===== config.mk =====
export PLATFORM = sky130hd
export DESIGN_NAME = capture_period_meter
export DESIGN_NICKNAME = d
export VERILOG_FILES = /design/src/rtl/cpm_pkg.sv /design/src/rtl/cpm_ram.sv /design/src/rtl/capture_period_meter.sv
export VERILOG_INCLUDE_DIRS = /design/src /design/src/rtl
export SDC_FILE = /design/constraint.sdc
export NUM_CORES = 1
export LEC_CHECK = 0
export BUFFER_PORTS_ARGS = -buffer_cell sky130_fd_sc_hd__buf_4
export CAP_MARGIN = 20
export CORE_MARGIN = 5
export CORE_UTILIZATION = 25
export CTS_CLUSTER_SIZE = 14
export DETAILED_ROUTE_END_ITERATION = 7
export HOLD_SLACK_MARGIN = 0.03
export PLACE_DENSITY_LB_ADDON = 0.08
export REMOVE_ABC_BUFFERS = 1
export SETUP_SLACK_MARGIN = 0.5
export SLEW_MARGIN = 20
export SYNTH_ARGS = -nofsm -noshare
export SYNTH_HDL_FRONTEND = slang
export SYNTH_SLANG_ARGS = --single-unit
export TNS_END_PERCENT = 100

===== constraint.sdc =====
create_clock -name i_clk -period 5.72 [get_ports i_clk]
set_input_delay 1.144 -clock i_clk [delete_from_list [all_inputs] [get_ports i_clk]]
set_output_delay 1.144 -clock i_clk [all_outputs]
set_load 0.03 [all_outputs]

===== src/rtl/capture_period_meter_defines.svh =====
// ---------------------------------------------------------------------------
// capture_period_meter_defines
// assertion macros shared by the capture period meter rtl
// ---------------------------------------------------------------------------
`ifndef CAPTURE_PERIOD_METER_DEFINES_SVH
`define CAPTURE_PERIOD_METER_DEFINES_SVH

// same-cycle implication, disabled while reset is asserted
`define CPM_ASSERT_IMPL(label, clk, rst_n, ante, cons) \
    label: assert property (@(posedge clk) disable iff (!(rst_n)) (ante) |-> (cons)) \
        else $error("capture_period_meter assertion failed");

// next-cycle implication, disabled while reset is asserted
`define CPM_ASSERT_NEXT(label, clk, rst_n, ante, cons) \
    label: assert property (@(posedge clk) disable iff (!(rst_n)) (ante) |=> (cons)) \
        else $error("capture_period_meter assertion failed");

`endif


===== src/rtl/cpm_pkg.sv =====
// ---------------------------------------------------------------------------
// cpm_pkg
// types, codes and constants of the capture period meter
// ---------------------------------------------------------------------------
package cpm_pkg;

    localparam int RING_SLOTS_DEF = 12;

    // shared divider: 40-bit dividend, 32-bit divisor, one quotient bit per cycle
    localparam int DIV_W  = 40;
    localparam int ITER_W = $clog2(DIV_W + 1);

    localparam logic [2:0] OP_OVERFLOW = 3'd0;
    localparam logic [2:0] OP_CAPTURE  = 3'd1;
    localparam logic [2:0] OP_POP      = 3'd2;
    localparam logic [2:0] OP_COUNT    = 3'd3;
    localparam logic [2:0] OP_DRAIN    = 3'd4;

    localparam logic        REG_CLOCK_HZ   = 1'b0;
    localparam logic [31:0] CLOCK_HZ_RESET = 32'd16000000;
    localparam logic [15:0] LOW_WORD_GUARD = 16'hFF00;
    localparam logic [31:0] EMPTY_POP      = 32'hFFFF_FFFF;
    localparam logic [39:0] NO_SIGNAL_Q8   = 40'd490752;
    localparam logic [39:0] FREQ_SAT       = 40'hFF_FFFF_FFFF;

    typedef struct packed {
        logic [2:0]  opcode;
        logic [15:0] capture_low;
        logic        overflow_pending;
    } t_in_item;

    typedef struct packed {
        logic [31:0] period_value;
        logic [5:0]  stored_count;
        logic [39:0] frequency_q8;
        logic        no_signal;
    } t_out_item;

    typedef enum logic [2:0] {
        ST_IDLE,
        ST_POP_WAIT,
        ST_DRAIN,
        ST_DIV_AVG,
        ST_DIV_FREQ,
        ST_EMIT
    } t_state;

endpackage


===== src/rtl/cpm_ram.sv =====
// ---------------------------------------------------------------------------
// cpm_ram
// generic single write port, single read port ram with registered read
// ---------------------------------------------------------------------------
module cpm_ram #(
    parameter int WIDTH = 32,
    parameter int DEPTH = 12
) (
    input  logic                     i_clk,
    input  logic                     i_we,
    input  logic [$clog2(DEPTH)-1:0] i_waddr,
    input  logic [WIDTH-1:0]         i_wdata,
    input  logic                     i_re,
    input  logic [$clog2(DEPTH)-1:0] i_raddr,
    output logic [WIDTH-1:0]         o_rdata
);

    logic [WIDTH-1:0] r_mem [DEPTH];
    logic [WIDTH-1:0] r_rdata;

    always_ff @(posedge i_clk) begin
        if (i_we) begin
            r_mem[i_waddr] <= i_wdata;
        end
        if (i_re) begin
            r_rdata <= r_mem[i_raddr];
        end
    end

    assign o_rdata = r_rdata;

endmodule


===== src/rtl/capture_period_meter.sv =====
// ---------------------------------------------------------------------------
// capture_period_meter
// input capture period meter: extended timestamps, period ring, averaging
// ---------------------------------------------------------------------------
// usage:
//   input channel (i_in_valid / o_in_stall, word i_in) takes one opcode word.
//   overflow tick and capture finish in the accepting cycle, no result.
//   count query goes straight to the emit state; a non-empty pop awaits its ram read.
//   drain: n ring ram reads, a wait for the last read data, a load of the
//   shared restoring divider, then 32+clog2(RING_SLOTS) steps for the mean and
//   40 for the frequency; a zero mean skips the second, an empty ring all of it.
//   o_in_stall is high from acceptance of a query until its result is loaded
//   into the output register; drains also wait on the single divider.
//   output channel (o_out_valid / i_out_stall, word o_out) holds its word while
//   stalled; ticks and captures are still taken meanwhile, but a new result
//   waits in the last sequencer state, input stalled, until the register frees.
//   apb byte address 0 holds clock_hz; write it only while idle (not enforced).
//   synchronous reset clears high word, last stamp, ring pointers, clock_hz to
//   16 MHz and the output valid; ring contents stay undefined, no clearing pass.
// ---------------------------------------------------------------------------
`include "capture_period_meter_defines.svh"

module capture_period_meter #(
    parameter int RING_SLOTS = cpm_pkg::RING_SLOTS_DEF
) (
    input  logic              i_clk,
    input  logic              i_rst_n,
    input  logic              i_in_valid,
    output logic              o_in_stall,
    input  cpm_pkg::t_in_item i_in,
    output logic              o_out_valid,
    input  logic              i_out_stall,
    output cpm_pkg::t_out_item o_out,
    input  logic              psel,
    input  logic              penable,
    input  logic              pwrite,
    input  logic [2:0]        paddr,
    input  logic [31:0]       pwdata,
    output logic [31:0]       prdata,
    output logic              pready
);

    import cpm_pkg::*;

    localparam int IDX_W = $clog2(RING_SLOTS);
    localparam int SUM_W = 32 + IDX_W;
    localparam logic [IDX_W-1:0] SLOT_LAST = IDX_W'(RING_SLOTS - 1);

    function automatic logic [IDX_W-1:0] next_slot(input logic [IDX_W-1:0] idx);
        return (idx == SLOT_LAST) ? '0 : IDX_W'(idx + 1'b1);
    endfunction

    t_state r_state, n_state;

    logic [31:0]      r_clock_hz;
    logic [15:0]      r_hw, n_hw;
    logic [31:0]      r_prev, n_prev;
    logic [IDX_W-1:0] r_head, n_head;
    logic [IDX_W-1:0] r_tail, n_tail;
    logic             r_rd_pend, n_rd_pend;
    logic [SUM_W-1:0] r_sum, n_sum;
    logic [IDX_W-1:0] r_n, n_n;
    logic [DIV_W-1:0] r_dvd, n_dvd;
    logic [32:0]      r_rem, n_rem;
    logic [31:0]      r_dsr, n_dsr;
    logic [ITER_W-1:0] r_iter, n_iter;
    t_out_item        r_res, n_res;
    t_out_item        r_out, n_out;
    logic             r_out_valid, n_out_valid;

    logic             ram_we;
    logic [IDX_W-1:0] ram_waddr;
    logic [31:0]      ram_wdata;
    logic             ram_re;
    logic [IDX_W-1:0] ram_raddr;
    logic [31:0]      ram_rdata;

    logic             w_accept;
    logic             w_empty;
    logic [IDX_W:0]   w_diff;
    logic [IDX_W-1:0] w_held;
    logic             w_out_free;
    logic [15:0]      w_cap_hw;
    logic [31:0]      w_stamp;
    logic [IDX_W-1:0] w_cap_slot;
    logic [32:0]      w_shift;
    logic [33:0]      w_trial;
    logic             w_ge;
    logic [32:0]      w_rem_step;
    logic [DIV_W-1:0] w_dvd_step;
    logic             w_avg_last;
    logic             w_frq_last;
    logic [31:0]      w_avg;

    cpm_ram #(
        .WIDTH (32),
        .DEPTH (RING_SLOTS)
    ) u_ring (
        .i_clk   (i_clk),
        .i_we    (ram_we),
        .i_waddr (ram_waddr),
        .i_wdata (ram_wdata),
        .i_re    (ram_re),
        .i_raddr (ram_raddr),
        .o_rdata (ram_rdata)
    );

    assign o_in_stall  = (r_state != ST_IDLE);
    assign w_accept    = i_in_valid && (r_state == ST_IDLE);
    assign o_out_valid = r_out_valid;
    assign o_out       = r_out;
    assign w_out_free  = !r_out_valid || !i_out_stall;

    assign pready = 1'b1;
    assign prdata = (paddr[2] == REG_CLOCK_HZ) ? r_clock_hz : 32'd0;

    // ring occupancy
    assign w_empty = (r_head == r_tail);
    assign w_diff  = {1'b0, r_head} - {1'b0, r_tail};
    assign w_held  = w_diff[IDX_W] ? IDX_W'(w_diff + (IDX_W + 1)'(RING_SLOTS))
                                   : w_diff[IDX_W-1:0];

    // capture timestamp, pending overflow only counts below the guard
    assign w_cap_hw = (i_in.overflow_pending && (i_in.capture_low < LOW_WORD_GUARD))
                      ? 16'(r_hw + 1'b1) : r_hw;
    assign w_stamp    = {w_cap_hw, i_in.capture_low};
    assign w_cap_slot = next_slot(r_head);

    // shared restoring divider step
    assign w_shift    = {r_rem[31:0], r_dvd[DIV_W-1]};
    assign w_trial    = {1'b0, w_shift} - {2'b00, r_dsr};
    assign w_ge       = !w_trial[33];
    assign w_rem_step = w_ge ? w_trial[32:0] : w_shift;
    assign w_dvd_step = {r_dvd[DIV_W-2:0], w_ge};
    assign w_avg_last = (r_iter == ITER_W'(SUM_W - 1));
    assign w_frq_last = (r_iter == ITER_W'(DIV_W - 1));
    assign w_avg      = w_dvd_step[31:0];

    always_comb begin
        n_state = r_state;
        case (r_state)
            ST_IDLE: begin
                if (i_in_valid) begin
                    case (i_in.opcode)
                        OP_POP:   n_state = w_empty ? ST_EMIT : ST_POP_WAIT;
                        OP_COUNT: n_state = ST_EMIT;
                        OP_DRAIN: n_state = w_empty ? ST_EMIT : ST_DRAIN;
                        default:  n_state = ST_IDLE;
                    endcase
                end
            end
            ST_POP_WAIT: n_state = ST_EMIT;
            ST_DRAIN: begin
                if (w_empty && !r_rd_pend) begin
                    n_state = ST_DIV_AVG;
                end
            end
            ST_DIV_AVG: begin
                if (w_avg_last) begin
                    n_state = (w_avg == 32'd0) ? ST_EMIT : ST_DIV_FREQ;
                end
            end
            ST_DIV_FREQ: begin
                if (w_frq_last) begin
                    n_state = ST_EMIT;
                end
            end
            ST_EMIT: begin
                if (w_out_free) begin
                    n_state = ST_IDLE;
                end
            end
            default: n_state = ST_IDLE;
        endcase
    end

    always_comb begin
        n_hw        = r_hw;
        n_prev      = r_prev;
        n_head      = r_head;
        n_tail      = r_tail;
        n_rd_pend   = 1'b0;
        n_sum       = r_sum;
        n_n         = r_n;
        n_dvd       = r_dvd;
        n_rem       = r_rem;
        n_dsr       = r_dsr;
        n_iter      = r_iter;
        n_res       = r_res;
        n_out       = r_out;
        n_out_valid = r_out_valid && i_out_stall;
        ram_we      = 1'b0;
        ram_waddr   = w_cap_slot;
        ram_wdata   = w_stamp - r_prev;
        ram_re      = 1'b0;
        ram_raddr   = next_slot(r_tail);

        case (r_state)
            ST_IDLE: begin
                if (w_accept) begin
                    n_res.period_value = 32'd0;
                    n_res.stored_count = 6'(w_held);
                    n_res.frequency_q8 = 40'd0;
                    n_res.no_signal    = 1'b0;
                    case (i_in.opcode)
                        OP_OVERFLOW: n_hw = 16'(r_hw + 1'b1);
                        OP_CAPTURE: begin
                            n_hw   = w_cap_hw;
                            n_prev = w_stamp;
                            ram_we = 1'b1;
                            n_head = w_cap_slot;
                            // full ring drops the oldest period
                            if (w_cap_slot == r_tail) begin
                                n_tail = next_slot(r_tail);
                            end
                        end
                        OP_POP: begin
                            if (w_empty) begin
                                n_res.period_value = EMPTY_POP;
                            end else begin
                                ram_re = 1'b1;
                                n_tail = next_slot(r_tail);
                            end
                        end
                        OP_DRAIN: begin
                            n_sum = '0;
                            n_n   = w_held;
                            if (w_empty) begin
                                n_res.frequency_q8 = NO_SIGNAL_Q8;
                                n_res.no_signal    = 1'b1;
                            end
                        end
                        default: begin
                        end
                    endcase
                end
            end
            ST_POP_WAIT: n_res.period_value = ram_rdata;
            ST_DRAIN: begin
                if (!w_empty) begin
                    ram_re    = 1'b1;
                    n_rd_pend = 1'b1;
                    n_tail    = next_slot(r_tail);
                end
                if (r_rd_pend) begin
                    n_sum = r_sum + SUM_W'(ram_rdata);
                end
                if (w_empty && !r_rd_pend) begin
                    // left-align the sum so the divider runs SUM_W steps only
                    n_dvd  = {r_sum, {(DIV_W - SUM_W){1'b0}}};
                    n_rem  = '0;
                    n_dsr  = 32'(r_n);
                    n_iter = '0;
                end
            end
            ST_DIV_AVG: begin
                n_dvd  = w_dvd_step;
                n_rem  = w_rem_step;
                n_iter = ITER_W'(r_iter + 1'b1);
                if (w_avg_last) begin
                    if (w_avg == 32'd0) begin
                        n_res.frequency_q8 = FREQ_SAT;
                    end else begin
                        n_dvd  = {r_clock_hz, 8'h00};
                        n_rem  = '0;
                        n_dsr  = w_avg;
                        n_iter = '0;
                    end
                end
            end
            ST_DIV_FREQ: begin
                n_dvd  = w_dvd_step;
                n_rem  = w_rem_step;
                n_iter = ITER_W'(r_iter + 1'b1);
                if (w_frq_last) begin
                    n_res.frequency_q8 = w_dvd_step;
                end
            end
            ST_EMIT: begin
                if (w_out_free) begin
                    n_out       = r_res;
                    n_out_valid = 1'b1;
                end
            end
            default: begin
            end
        endcase
    end

    always_ff @(posedge i_clk) begin
        if (!i_rst_n) begin
            r_state     <= ST_IDLE;
            r_clock_hz  <= CLOCK_HZ_RESET;
            r_hw        <= '0;
            r_prev      <= '0;
            r_head      <= '0;
            r_tail      <= '0;
            r_rd_pend   <= 1'b0;
            r_out_valid <= 1'b0;
        end else begin
            r_state     <= n_state;
            r_hw        <= n_hw;
            r_prev      <= n_prev;
            r_head      <= n_head;
            r_tail      <= n_tail;
            r_rd_pend   <= n_rd_pend;
            r_out_valid <= n_out_valid;
            if (psel && penable && pwrite && (paddr[2] == REG_CLOCK_HZ)) begin
                r_clock_hz <= pwdata;
            end
        end
    end

    always_ff @(posedge i_clk) begin
        r_sum  <= n_sum;
        r_n    <= n_n;
        r_dvd  <= n_dvd;
        r_rem  <= n_rem;
        r_dsr  <= n_dsr;
        r_iter <= n_iter;
        r_res  <= n_res;
        r_out  <= n_out;
    end

    `CPM_ASSERT_IMPL(a_ptr_range, i_clk, i_rst_n, 1'b1, (r_head < RING_SLOTS) && (r_tail < RING_SLOTS))
    `CPM_ASSERT_IMPL(a_drained_empty, i_clk, i_rst_n, r_state == ST_DIV_AVG, r_head == r_tail)
    `CPM_ASSERT_IMPL(a_freq_divisor, i_clk, i_rst_n, r_state == ST_DIV_FREQ, r_dsr != 32'd0)
    `CPM_ASSERT_NEXT(a_emit_load, i_clk, i_rst_n, (r_state == ST_EMIT) && w_out_free, r_out_valid && (r_state == ST_IDLE))

endmodule


==> impl_metrics.yaml <==
clock_network:
  cts_max_path_buffers: 3
  clock-sinks: 813
  cts_resized: 0
  htreeDepth: 3
  cts_buffers: 98
  cts_root_buf: "clkbuf_16"
  worstSkewPairLatency_ps: 690
  clk_pin_slew_ps: 60
  post_cts_buffers: 0
  tritoncts: "yes"
  hold_buffers: 0
yosys:
  synth_cell_types: 83
  synth-edff-count: 720
  synth_cells: 2936
  ys_top_cells_by_area: "edfxtp_1 (59%), dfxtp_1 (5.1%), nand2_1 (4.7%)"
  synthAdderAreaFrac_pct: 3.866
  avgSynthCellArea_sq_um: 12.50
  synth_xor_area_share_pct: 2.840
  ys_seq_area_share_pct: 63.98
  synth_compound_area_share_pct: 10.08
  muxShareOfSynthArea_pct: 4.354
  synthArstFlopShare_pct: 0
  synth_top_area_cell: "edfxtp_1"
  synth_warnings: 0
  synth_largest_type_area_fraction_pct: 58.91
  synth-simple-area-share_pct: 11.83
  ys_ff_latch: 813
  ys.flop_type: "edfxtp_1"
  synth_top_family_by_area: "simple AND/OR/NAND/NOR gates"
  syn_area_sq_um: 36700
floorplanning:
  die_x_um: 393.1
  start_util_pct: 25.18
  num_rows: 140
  dieArea_sq_um: 154600
  die_height_um: 393.1
  ioPinCount: 176
  core-area_sq_um: 145700
sta:
  tightest_slew_ps: 1052
  clock_skew_ps: 25.75
  fin_tns_setup_ps: 0
  setup_viol: 0
  slew_headroom_pct: 29.37
  hold_viol: 0
  period_share_pct: 83.87
  grt_setup_unrepaired: "no"
  period_minus_slack_ps: 4798
  fmax_mhz: 208.4
  worst_hold_slack_ps: 416.1
  drv_slew: 0
global_route:
  antenna_found_initial: 2
  grt_pass1_vias: 24104
  gr-total-overflow: 0
  grt_max_degree: 74
  grtUsageTotal_pct: 13.30
  grt_pass1_wl_mm: 154.8
layout:
  area_delta_synth_final_pct: 18.96
  nets: 3293
  mostFrequentLayoutCell: "edfxtp_1"
  post-route-util_pct: 29.96
  drive_above_1_share_pct: 14.98
  layout_common_cells: "edfxtp_1 (720), nand2_1 (461), buf_4 (218), nor2_1 (163), a21oi_1 (137)"
  fin_area_sq_um: 43660
  n_antenna_cell: 0
route:
  firstDrtPassIters: 6
  routedWlPerCell_um: 20.28
  drtIter0Drc: 1478
  drc: 0
  drt-total-wl_mm: 103.8
  ant_nets: 0
  vias: 23047
  drt-vias-per-instance: 4.500
pwr:
  vdd_ir_drop_max_mv: 0.2217
  finalPower_mw: 14.41
  power_density_nw_per_um2: 330.1
  leakage_nw: 15.91
worst_setup_path:
  cp_top_family: "compound AO/OA/AOI/OAI gates"
  worstSetupPathType: "in2reg"
  cp_slowest_cell: "xor2_1"
  cp.arrival_ps: 5140
  r2r_cells: 13
  r2r_setup_slack_ps: 1290
  path_cells: "buf_4, nand4_1, o21a_1, buf_4, nand2_1, xnor2_1, ha_1, o21ai_0, o2bb2ai_1, nor3_1, o311ai_0, nand3_1, o31a_1, a2111oi_0, o21bai_1, a21o_1, xor2_1"
  cp_slowest_stage_delay_ps: 760
  crit_buf_inv: 2
  start_kind: "primary input"
  end_kind: "flip-flop"
  critPathRequiredTime_ps: 6060
  path_max_fanout: 12
  cp_num_cells: 17
  r2r_end: "u_ring.r_mem[9][30]$_DFFE_PP_"
  reg2reg_from: "r_hw[0]$_SDFFE_PN0P_"
  crit_path_frequent_cell: "buf_4"
place:
  io_buffers: 170
  gp_congestion: 0.8128
  hpwlAfterDp_mm: 68.82
  place_area_sq_um: 40500
worst_hold_path:
  holdPathEnd: "o_out[8]$_DFFE_PP_"
  hold_depth: 0
  min_from: "r_res[8]$_DFFE_PP_"
  hp-class: "reg2reg"
outcome:
  status: "completed"
run:
  drv_cap: 0
==> worst reg2reg max path, delay by kind of cell (launching register included) <==
kind / cells / cell delay [ps]
DFF: 1 / 400
xor gates and xnor gates: 1 / 760
adders and majority gates: 2 / 630
AOI/OAI and AO/OA: 7 / 1650
muxes: 1 / 290
and+or+nand+nor: 2 / 360
==> through the flow <==
stage	cells	setup slack, ps
2_1_floorplan	2795	-2094
3_3_place_gp	4936	151.7
3_5_place_dp	4937	125.9
4_1_cts	5121	846.2
5_1_grt	5121	531.1
6_report	5121	922.4
==> where the power goes <==
group / switching (mW) / leakage (nW) / total [mW] / internal, mW
combinational: 0.895 / 7.07 / 1.33 / 0.436
clock: 2.51 / 1.51 / 6.00 / 3.49
sequential: 0.144 / 7.34 / 7.08 / 6.94
total: 3.55 / 15.9 / 14.4 / 10.9
==> routing by layer <==
metal	track usage, %	part of all wire [%]
met2	22.34	47
met3	2.328	4.3
met5	0	0
met4	4.184	3.1
met1	17.52	45
==> logic make-up (layout without fill, tap and decap cells) <==
logic type	after synthesis	after routing
other	2	3
AND/OR/NAND/NOR	958	958
adder cells (fa/ha/maj)	111	111
XOR/XNOR	119	119
buffers and inverters	273	540
multiplexers	94	94
flip-flops	813	813
AO/OA/AOI/OAI	566	566
==> state kept, by name, summed over array words and instances, names as in the netlist, 32 cells and up <==
signal and flops:
r_dsr 32, r_prev 32, o_out 77, u_ring.o_rdata 32, u_ring.r_mem 384, r_dvd 40, r_res 77, r_rem 32
r_clock_hz 32, r_sum 36
==> cell type report <==
| class | instances | area, sq um |
|---|---|---|
| sequential | 813 | 23480 |
| tap | 1917 | 2399 |
| inverter | 131 | 493.0 |
| clock buffer | 131 | 2659 |
| multi-input combinational | 1851 | 12420 |
| fill | 14805 | 102100 |
| timing repair buffer | 225 | 1777 |
| clock inverter | 53 | 427.9 |
==> worst max-delay path by stage <==
stage / startpoint / end / slack [ps]
floorplan: r_tail[0]$_SDFFE_PN0P_ / u_ring.o_rdata[0]$_DFFE_PP_ / -2090
global placement: i_in[15] / u_ring.r_mem[7][30]$_DFFE_PP_ / 150
detailed placement: i_in[15] / u_ring.r_mem[9][30]$_DFFE_PP_ / 130
CTS: i_in[15] / u_ring.r_mem[9][30]$_DFFE_PP_ / 850
global route: i_in[15] / u_ring.r_mem[0][30]$_DFFE_PP_ / 530
finish: i_in[15] / u_ring.r_mem[9][30]$_DFFE_PP_ / 920
==> Yosys cell counts, drive strengths merged, types with 39 or more instances <==
library cell / n
a21o: 94
a21oi: 141
and2: 39
and3: 46
clkbuf: 114
dfxtp: 93
edfxtp: 720
ha: 107
inv: 131
mux2i: 40
mux4: 52
nand2: 462
nand3: 82
nor2: 176
nor2b: 45
o21ai: 125
xnor2: 70
xor2: 49
Power figures use the tool's default switching activity.
